$ cat config.mk
export PLATFORM = sky130hd
export DESIGN_NAME = mac_learning_forward_table_core
export DESIGN_NICKNAME = d
export VERILOG_FILES = /design/src/mlft_pkg.sv /design/src/mlft_ram.sv /design/src/mlft_ctrl.sv /design/src/mlft_dp.sv /design/src/mac_learning_forward_table_core.sv
export VERILOG_INCLUDE_DIRS = /design/src /design/src/src
export SDC_FILE = /design/constraint.sdc
export NUM_CORES = 2
export LEC_CHECK = 0
export BUFFER_PORTS_ARGS = -buffer_cell sky130_fd_sc_hd__buf_2
export CAP_MARGIN = 20
export CELL_PAD_IN_SITES_DETAIL_PLACEMENT = 1
export CELL_PAD_IN_SITES_GLOBAL_PLACEMENT = 1
export CORE_MARGIN = 1
export CORE_UTILIZATION = 26
export CTS_BUF_LIST = sky130_fd_sc_hd__clkbuf_2 sky130_fd_sc_hd__clkbuf_4 sky130_fd_sc_hd__clkbuf_8
export CTS_CLUSTER_SIZE = 10
export DETAILED_ROUTE_END_ITERATION = 7
export PLACE_DENSITY_LB_ADDON = 0.05
export SLEW_MARGIN = 10
export SYNTH_ARGS = -nofsm -noshare
export SYNTH_HDL_FRONTEND = slang
export SYNTH_SLANG_ARGS = --single-unit
$ cat constraint.sdc
create_clock -name clock -period 5.4 [get_ports clock]
set_input_delay 0.27 -clock clock [delete_from_list [all_inputs] [get_ports clock]]
set_output_delay 0.27 -clock clock [all_outputs]
set_load 0.03 [all_outputs]
$ cat src/mac_learning_forward_table_core_defines.svh
// ----------------------------------------------------------------------------
// mac learning forward table assertion macros
// shared concurrent check forms, clocked on clock, off during reset
// ----------------------------------------------------------------------------
`ifndef MAC_LEARNING_FORWARD_TABLE_CORE_DEFINES_SVH
`define MAC_LEARNING_FORWARD_TABLE_CORE_DEFINES_SVH

// same-cycle implication
`define MLFT_ASSERT_SAME(label, ante, cons, msg) \
   label: assert property (@(posedge clock) disable iff (reset) (ante) |-> (cons)) \
      else $error(msg);

// next-cycle implication
`define MLFT_ASSERT_NEXT(label, ante, cons, msg) \
   label: assert property (@(posedge clock) disable iff (reset) (ante) |=> (cons)) \
      else $error(msg);

`endif

$ cat src/mlft_pkg.sv
// ----------------------------------------------------------------------------
// mlft_pkg
// types and constants shared by the forwarding table modules
// ----------------------------------------------------------------------------
package mlft_pkg;

   localparam int MAC_W     = 48;
   localparam int PORT_W    = 2;
   localparam int MASK_W    = 4;
   localparam int NUM_PORTS = 4;
   localparam int ENTRY_W   = MAC_W + PORT_W;

   localparam logic [MASK_W-1:0] PORT_ALL_MASK = MASK_W'((32'd1 << NUM_PORTS) - 32'd1);

   typedef struct packed {
      logic [MAC_W-1:0]  src_mac;
      logic [MAC_W-1:0]  dst_mac;
      logic [PORT_W-1:0] in_port;
   } req_type;

   typedef struct packed {
      logic              flood;
      logic [PORT_W-1:0] out_port;
      logic [MASK_W-1:0] port_mask;
      logic              learn_dropped;
   } rsp_type;

   typedef enum logic [1:0] {
      ST_IDLE,
      ST_SCAN,
      ST_LAST,
      ST_FINISH
   } state_type;

   typedef struct packed {
      logic load;
      logic issue;
      logic finish;
   } cmd_type;

   typedef struct packed {
      logic scan_done;
      logic out_free;
   } sts_type;

endpackage

$ cat src/mlft_ram.sv
// ----------------------------------------------------------------------------
// mlft_ram
// generic single write, single read ram with registered read data
// ----------------------------------------------------------------------------
module mlft_ram #(
   parameter int WIDTH = 8,
   parameter int DEPTH = 16
) (
   input  logic                     clock,
   input  logic                     wr_en,
   input  logic [$clog2(DEPTH)-1:0] wr_addr,
   input  logic [WIDTH-1:0]         wr_data,
   input  logic                     rd_en,
   input  logic [$clog2(DEPTH)-1:0] rd_addr,
   output logic [WIDTH-1:0]         rd_data
);

   logic [WIDTH-1:0] mem_ff [DEPTH];
   logic [WIDTH-1:0] rd_data_ff;

   always_ff @(posedge clock) begin
      if (wr_en) begin
         mem_ff[wr_addr] <= wr_data;
      end
      if (rd_en) begin
         rd_data_ff <= mem_ff[rd_addr];
      end
   end

   assign rd_data = rd_data_ff;

endmodule

$ cat src/mlft_ctrl.sv
// ----------------------------------------------------------------------------
// mlft_ctrl
// sequencer: accept request, scan table, finish and hand off response
// ----------------------------------------------------------------------------
module mlft_ctrl (
   input  logic              clock,
   input  logic              reset,
   input  logic              req_valid,
   output logic              req_stall,
   input  mlft_pkg::sts_type sts,
   output mlft_pkg::cmd_type cmd
);

   mlft_pkg::state_type state_ff;
   mlft_pkg::state_type state_in;

   always_ff @(posedge clock) begin
      if (reset) begin
         state_ff <= mlft_pkg::ST_IDLE;
      end else begin
         state_ff <= state_in;
      end
   end

   always_comb begin
      state_in = state_ff;
      unique case (state_ff)
         mlft_pkg::ST_IDLE: begin
            if (req_valid) state_in = mlft_pkg::ST_SCAN;
         end
         mlft_pkg::ST_SCAN: begin
            if (sts.scan_done) state_in = mlft_pkg::ST_LAST;
         end
         mlft_pkg::ST_LAST: begin
            state_in = mlft_pkg::ST_FINISH;
         end
         mlft_pkg::ST_FINISH: begin
            if (sts.out_free) state_in = mlft_pkg::ST_IDLE;
         end
         default: begin
            state_in = mlft_pkg::ST_IDLE;
         end
      endcase
   end

   always_comb begin
      req_stall  = 1'b1;
      cmd.load   = 1'b0;
      cmd.issue  = 1'b0;
      cmd.finish = 1'b0;
      unique case (state_ff)
         mlft_pkg::ST_IDLE: begin
            req_stall = 1'b0;
            cmd.load  = req_valid;
         end
         mlft_pkg::ST_SCAN: begin
            cmd.issue = !sts.scan_done;
         end
         mlft_pkg::ST_LAST: begin
         end
         mlft_pkg::ST_FINISH: begin
            cmd.finish = sts.out_free;
         end
         default: begin
         end
      endcase
   end

endmodule

$ cat src/mlft_dp.sv
// ----------------------------------------------------------------------------
// mlft_dp
// table ram, scan counter, match logic, learn write and response register
// ----------------------------------------------------------------------------
`include "mac_learning_forward_table_core_defines.svh"

module mlft_dp #(
   parameter int TABLE_DEPTH = 64
) (
   input  logic              clock,
   input  logic              reset,
   input  mlft_pkg::req_type req_data,
   input  mlft_pkg::cmd_type cmd,
   output mlft_pkg::sts_type sts,
   output logic              rsp_valid,
   input  logic              rsp_stall,
   output mlft_pkg::rsp_type rsp_data
);

   localparam int IDX_W = $clog2(TABLE_DEPTH);
   localparam int CNT_W = $clog2(TABLE_DEPTH + 1);

   mlft_pkg::req_type req_ff;
   mlft_pkg::rsp_type rsp_ff;
   mlft_pkg::rsp_type rsp_in;
   logic                          rsp_valid_ff;
   logic [CNT_W-1:0]              count_ff;
   logic [CNT_W-1:0]              idx_ff;
   logic                          rd_pend_ff;
   logic                          bound_ff;
   logic                          found_ff;
   logic [mlft_pkg::PORT_W-1:0]   best_ff;
   logic [mlft_pkg::ENTRY_W-1:0]  rd_entry;
   logic [mlft_pkg::MAC_W-1:0]    rd_mac;
   logic [mlft_pkg::PORT_W-1:0]   rd_port;
   logic                          in_port_ok;
   logic                          need_learn;
   logic                          learn_ok;
   logic                          self_hit;
   logic                          found;
   logic [mlft_pkg::PORT_W-1:0]   best;

   mlft_ram #(
      .WIDTH (mlft_pkg::ENTRY_W),
      .DEPTH (TABLE_DEPTH)
   ) u_table (
      .clock   (clock),
      .wr_en   (cmd.finish && learn_ok),
      .wr_addr (count_ff[IDX_W-1:0]),
      .wr_data ({req_ff.src_mac, req_ff.in_port}),
      .rd_en   (cmd.issue),
      .rd_addr (idx_ff[IDX_W-1:0]),
      .rd_data (rd_entry)
   );

   assign rd_mac  = rd_entry[mlft_pkg::ENTRY_W-1:mlft_pkg::PORT_W];
   assign rd_port = rd_entry[mlft_pkg::PORT_W-1:0];

   assign sts.scan_done = (idx_ff == count_ff);
   assign sts.out_free  = !rsp_valid_ff || !rsp_stall;

   // learn decision and final lookup, new entry included
   always_comb begin
      in_port_ok = (32'(req_ff.in_port) < mlft_pkg::NUM_PORTS);
      need_learn = in_port_ok && !bound_ff;
      learn_ok   = need_learn && (count_ff < CNT_W'(TABLE_DEPTH));
      self_hit   = learn_ok && (req_ff.src_mac == req_ff.dst_mac);
      found      = found_ff || self_hit;
      best       = best_ff;
      if (self_hit && (!found_ff || req_ff.in_port < best_ff)) begin
         best = req_ff.in_port;
      end
      rsp_in.flood         = !found;
      rsp_in.learn_dropped = need_learn && !learn_ok;
      if (found) begin
         rsp_in.out_port  = best;
         rsp_in.port_mask = mlft_pkg::MASK_W'(4'b0001 << best);
      end else begin
         rsp_in.out_port  = '0;
         rsp_in.port_mask = mlft_pkg::PORT_ALL_MASK &
            ~(in_port_ok ? mlft_pkg::MASK_W'(4'b0001 << req_ff.in_port) : '0);
      end
   end

   always_ff @(posedge clock) begin
      if (reset) begin
         count_ff     <= '0;
         rd_pend_ff   <= 1'b0;
         rsp_valid_ff <= 1'b0;
      end else begin
         rd_pend_ff <= cmd.issue;
         if (cmd.finish) begin
            rsp_valid_ff <= 1'b1;
            if (learn_ok) count_ff <= count_ff + CNT_W'(1);
         end else if (!rsp_stall) begin
            rsp_valid_ff <= 1'b0;
         end
      end
   end

   always_ff @(posedge clock) begin
      if (cmd.load) begin
         req_ff   <= req_data;
         idx_ff   <= '0;
         bound_ff <= 1'b0;
         found_ff <= 1'b0;
         best_ff  <= '0;
      end else begin
         if (cmd.issue) idx_ff <= idx_ff + CNT_W'(1);
         if (rd_pend_ff) begin
            if (rd_mac == req_ff.src_mac && rd_port == req_ff.in_port) begin
               bound_ff <= 1'b1;
            end
            if (rd_mac == req_ff.dst_mac) begin
               found_ff <= 1'b1;
               if (!found_ff || rd_port < best_ff) best_ff <= rd_port;
            end
         end
      end
      if (cmd.finish) rsp_ff <= rsp_in;
   end

   assign rsp_valid = rsp_valid_ff;
   assign rsp_data  = rsp_ff;

   `MLFT_ASSERT_SAME(a_count_bound, 1'b1, count_ff <= CNT_W'(TABLE_DEPTH), "entry count over depth")
   `MLFT_ASSERT_SAME(a_issue_range, cmd.issue, idx_ff < count_ff, "read beyond learned entries")
   `MLFT_ASSERT_NEXT(a_finish_rsp, cmd.finish, rsp_valid_ff, "finish without response")
   `MLFT_ASSERT_NEXT(a_count_hold, !cmd.finish, $stable(count_ff), "count moved outside finish")

endmodule

$ cat src/mac_learning_forward_table_core.sv
// ----------------------------------------------------------------------------
// mac_learning_forward_table_core
// learning bridge forwarding table: learns source bindings, looks up
// destination port or floods
// ----------------------------------------------------------------------------
// one request at a time: the next request is not accepted until the
// current one has scanned every learned entry and its response is
// handed to the output register; the table ram is read one entry per
// cycle in a single pass that serves both the learn check and the
// destination lookup. a finished response waits in its output register
// while the next request is already scanning. entries are never removed;
// a learn into a full table is dropped and flagged on learn_dropped.
module mac_learning_forward_table_core #(
   parameter int TABLE_DEPTH = 64
) (
   input  logic              clock,
   input  logic              reset,
   input  logic              req_valid,
   output logic              req_stall,
   input  mlft_pkg::req_type req_data,
   output logic              rsp_valid,
   input  logic              rsp_stall,
   output mlft_pkg::rsp_type rsp_data
);

   mlft_pkg::cmd_type cmd;
   mlft_pkg::sts_type sts;

   mlft_ctrl u_ctrl (
      .clock     (clock),
      .reset     (reset),
      .req_valid (req_valid),
      .req_stall (req_stall),
      .sts       (sts),
      .cmd       (cmd)
   );

   mlft_dp #(
      .TABLE_DEPTH (TABLE_DEPTH)
   ) u_dp (
      .clock     (clock),
      .reset     (reset),
      .req_data  (req_data),
      .cmd       (cmd),
      .sts       (sts),
      .rsp_valid (rsp_valid),
      .rsp_stall (rsp_stall),
      .rsp_data  (rsp_data)
   );

endmodule
Yosys cells after proc, flatten, opt, wreduce, memory -nomap -nowiden

Memory sizes are Yosys's and may differ from the RTL's. A register that Yosys moved wholly into a read port is not among the register bits.
Cells that the tools add are included.

Word-level logic and storage cells: 73
Memories kept: 1
Bits in writable memories: 3,200
Bits of input ports: 102
Flip-flop bits (word level): 128
Output and inout bits: 10

Memory list:

| name                | words | bits a word | rd ports | clocked after Yosys merged registers in | write ports | line           | RTL |
|---|---|---|---|---|---|---|---|
| u_dp.u_table.mem_ff | 64    | 50          | 1        | 1                                       | 1           | mlft_ram.sv:18 | `logic [WIDTH-1:0] mem_ff [DEPTH];` |

Shifts and indexed selects: 2
Reduce and logical (&&, ||, !) cells: 23
Add/sub/neg operators: 2
$lt $le $gt $ge: 3
Equal/unequal tests: 12
Mux-type cells: 14
Bitwise logic cells: 1

Operators with widths:

| cell                                                              | count |
|---|---|
| 48-bit == test                                                    | 3 |
| 7-bit by 1-bit adder with 7-bit output, second input constant     | 2 |
| 1-bit two-way mux                                                 | 8 |
| 2-bit two-way mux                                                 | 4 |
| 2-bit one-hot mux with 4 select lines                             | 1 |
| 1-bit by 2-bit << shifter with 4-bit output, first input constant | 2 |
| 7-bit == test                                                     | 1 |
| 1-bit zero test                                                   | 7 |
| 7-bit less-than comparator, second input constant                 | 1 |
| 1-bit logical AND                                                 | 6 |
| 2-bit by 1-bit != test with 1-bit output, second input constant   | 3 |
| 2-bit AND reduction                                               | 3 |
| 3-bit AND reduction                                               | 2 |
| 2-bit == test, second input constant                              | 2 |
| 1-bit logical OR                                                  | 4 |
| 2-bit less-than comparator                                        | 2 |
| 4-bit two-way mux                                                 | 1 |
| 4-bit inverter                                                    | 1 |
| 2-bit by 1-bit == test with 1-bit output, second input constant   | 1 |
| 2-bit == test                                                     | 1 |
| 2-bit zero test                                                   | 1 |
| 2-bit != test, second input constant                              | 1 |

Logic depth before layout (Yosys ltp)

Depth after elaboration: 7
Mapped depth: 9
Mapped depth without buffers: 8

Modules after synthesis

From an unflattened synthesis, not the netlist that was laid out.

Cell total of the unflattened synthesis: 5,920
Area, all modules: 129,558.0 um2

By module, submodules not included:

| module    | seq. area each (um2) | cells an instance | instances | area an instance (um2) |
|---|---|---|---|---|
| mlft_ram  | 97,593.6             | 5,457             | 1         | 123,450.9 |
| mlft_dp   | 3,583.4              | 440               | 1         | 5,913.2 |
| mlft_ctrl | 40.0                 | 23                | 1         | 193.9 |

Least setup slack after synthesis

No wires, ideal clock.

Kind: reg2reg
From: register u_ctrl.state_ff[0]
To: memory u_dp.u_table.mem_ff[63][0] (netlist bit) (enable)
Clock period less this slack: 4,628 ps
Slack: 772 ps
Stages on the path, launching flop included: 8
Required time: 4,942 ps
Path buffers: 1
Setup time: 458 ps
Arrival: 4,170 ps
Cells stage by stage: dfxtp_1 ha_1 a21boi_1 nor3b_2 and2_1 nand3_1 clkbuf_1 nor2_1

RTL lines:

| what                   | line            | RTL |
|---|---|---|
| from (decl)            | mlft_ctrl.sv:14 | `mlft_pkg::state_type state_ff;` |
| from (signal assigned) | mlft_ctrl.sv:19 | `state_ff <= mlft_pkg::ST_IDLE;` |
| from (signal assigned) | mlft_ctrl.sv:21 | `state_ff <= state_in;` |
| to (decl)              | mlft_ram.sv:18  |  |

==> results.yml <==
floorplanning:
  core.rowCount: 257
  die_w_um: 705
  initial_core_util_pct: 26.2
  die_area_mm2: 0.498
  core_area_mm2: 0.491
  die_height_um: 705
  boundaryPins: 112
sta:
  rsz0062_at_grt: "false"
  fin_crit_sh_pct: 75.4
  worst_slew_pin_slew_ns: 1.13
  skew_ns: 0.101
  setup_viol: 0
  drv_slew: 0
  finalHoldWorstSlack_ns: 0.197
  slew_headroom_pct: 24.5
  setup_slack_ns: 1.33
  layout_min_cycle_time_ns: 4.07
  clock.fmax_ghz: 0.246
  setup_tns_ns: 0
  hold_viol_final: 0
yosys:
  synth_nets: 5329
  synth_top_area_cell: "edfxtp_1"
  synthFlopType: "edfxtp_1"
  synth_seq_area_share_pct: 78.7
  synth_xor_area_share_pct: 1.00
  async_flop_share_pct: 0
  synth.avg_cell_area_um2: 24.7
  synth-seq-cells: 3378
  synthDistinctLibCells: 56
  synth_compound_area_share_pct: 0.845
  synth-simple-area-share_pct: 0.919
  syn_area_mm2: 0.129
  synth.area.top_cells: "edfxtp_1 (78%), mux4_2 (18%), a22oi_1 (0.58%), xnor2_1 (0.51%), xor2_1 (0.49%)"
  synth_fa_ha_area_share_pct: 0.0875
  synth_edf_count: 3356
  synth_cells: 5218
  synthMuxAreaShare_pct: 17.5
  synth-warning-count: 0
  synthDominantCellAreaShare_pct: 78.3
  synth_top_family_by_area: "multiplexers"
min_path:
  holdCritStartpoint: "reset"
  min_path_type: "input pin to flop"
detailed_routing:
  wirelength_um: 492000
  dr.pass1.iters: 7
  post-route-drc-count: 0
  detail_route.wl_per_cell_um: 37.3
  viasPerCell: 4.76
  drt_iter0_markers: 5747
  drtAntennaViolNets: 0
  num_vias: 62734
clock_tree:
  cts_root_buf: "clkbuf_8"
  clkLatencyLatePin_ns: 1.26
  post_cts_resized: 0
  clk_pin_slew_ns: 0.06
  numClockSinks: 3378
  cts_buffers: 625
  cts_tree: "yes"
  htreeDepth: 6
  clock_path_buffers: 4
global_route:
  grt_pass1_wl_um: 653000
  grt_usage_pct: 19.5
  grt-ovfl-total: 0
  first_global_vias: 68203
  grt_max_degree: 84
  grt_antenna_before_repair: 47
job:
  cap_violations: 0
place:
  dp_hpwl_um: 287000
  placed_cells: 11867
  portBuffers: 111
  postPlaceCellArea_mm2: 0.140
  routabilityCongestion: 0.745
  place_ws_ns: 1.11
cells_and_area:
  utilization_pct: 31.4
  nets: 6333
  design_area_mm2: 0.154
  layout-drive-gt1-share_pct: 36.9
  ff_latch_area_mm2: 0.101
  fillers: 48435
  multi_input_area_mm2: 0.0268
  syn_to_final_growth_pct: 20.0
  stdcell_count: 13181
setup_path:
  crit_arrival_ns: 4.84
  worst_ep_required_time_ns: 6.17
  critPathLaunch: "u_ctrl.state_ff[0]$_SDFFE_PP0P_"
  crit_fanout: 28
  path_class: "flop to flop"
  reg2reg_from: "u_ctrl.state_ff[0]$_SDFFE_PP0P_"
  critPathLaunchType: "flop"
  end_kind: "flop"
outcome:
  status: "completed"
power:
  cellPowerDensity_mw_per_mm2: 416
  vdd_drop_max_mv: 0.302
  p_leak_nw: 46.3
  p_total_mw: 64.2
## final cells by class
class / instances / area share [%]
antenna: 10 / 0.0162
timing repair buffer: 638 / 4.01
sequential: 3378 / 65.6
multi-input combinational: 1559 / 17.3
tap: 6475 / 5.25
clock inverter: 242 / 0.971
inverter: 20 / 0.0487
clock buffer: 859 / 6.76
## Yosys cell counts, drive strengths merged (5+ instances only)
library cell / count
ha: 9
nor2: 96
clkbuf: 151
a22oi: 100
nand4: 18
inv: 19
nand2: 73
a2111oi: 5
xnor2: 75
mux4: 1000
edfxtp: 3356
nand2b: 5
buf: 110
o21ai: 5
nand3: 8
a21oi: 7
xor2: 72
mux2i: 5
dfxtp: 22
nor2b: 14
nor4: 20
## cells by family after synthesis
family	Yosys count
muxes	1005
AOI/OAI and AO/OA	143
adders and majority gates	9
xor gates and xnor gates	147
buffers and inverters	281
and+or+nand+nor	255
DFF	3378
## worst max-delay path, cell delays in order (launching register included)
cell and delay, ns:
dfxtp_1 0.40, ha_1 0.21, a21boi_1 0.23, buf_4 0.23, nor3b_2 0.53, nor2b_1 0.34
nand2_1 0.50, nor2_4 0.28, buf_4 0.80
## repair_timing
| action | 4_1_cts | 5_1_grt |
|---|---|---|
| endpoints found under the hold margin | 158 | 0 |
| setup buffers | 0 | 0 |
| hold buffers | 203 | 0 |
| setup endpoints to repair | 0 | 0 |
## power by group
group / switching, mW / leakage, nW / internal, mW
combinational: 5.33 / 9.57 / 3.61
clock: 11.3 / 6.30 / 12.9
sequential: 0.539 / 30.4 / 30.5
total: 17.2 / 46.3 / 47.0
## state kept, by name, indices dropped and copies added, names as in the netlist, 2 cells and up
name,flops
u_dp.u_table.mem_ff,3200
u_dp.req_ff,98
u_dp.idx_ff,7
u_dp.count_ff,7
u_ctrl.state_ff,2
u_dp.rsp_data,8
u_dp.u_table.rd_data,50
u_dp.best_ff,2
## worst paths after layout
check / end / slack (ns) / cells after the start
worst min-delay path: u_dp.count_ff[4]$_SDFFE_PP0P_ / 0.20 / 3
worst max-delay path: u_dp.u_table.mem_ff[58][45]$_DFFE_PP_ / 1.33 / 8
worst max register to register: u_dp.u_table.mem_ff[58][45]$_DFFE_PP_ / 1.33 / 8
worst min register to register: u_ctrl.state_ff[0]$_SDFFE_PP0P_ / 0.56 / 2
## cell usage in the layout, fill, tap and decap left out, drive strengths merged, types with 7 or more instances in the layout
cell type | Yosys | layout
clkinv | 1 | 189
nor2b | 14 | 14
diode | 0 | 10
nand4 | 18 | 18
nand2 | 73 | 73
buf | 110 | 435
xor2 | 72 | 72
ha | 9 | 9
clkbuf | 151 | 859
inv | 19 | 49
dlygate4sd3 | 0 | 203
nor4 | 20 | 20
nor2 | 96 | 96
bufinv | 0 | 9
dfxtp | 22 | 22
a21oi | 7 | 7
nand3 | 8 | 8
a22oi | 100 | 100
clkinvlp | 0 | 15
edfxtp | 3356 | 3356
mux4 | 1000 | 1000
xnor2 | 75 | 75
## routing by layer
layer	GRT usage (%)	vias to the layer above	part of all wire (%)
met4	3.70	2	1.9
li1	-	24742	-
met3	2.49	585	3.7
met2	32.9	1608	49
met1	27.1	35797	45
met5	0	-	0.0026
No activity file was read; power rests on OpenSTA's default activity.
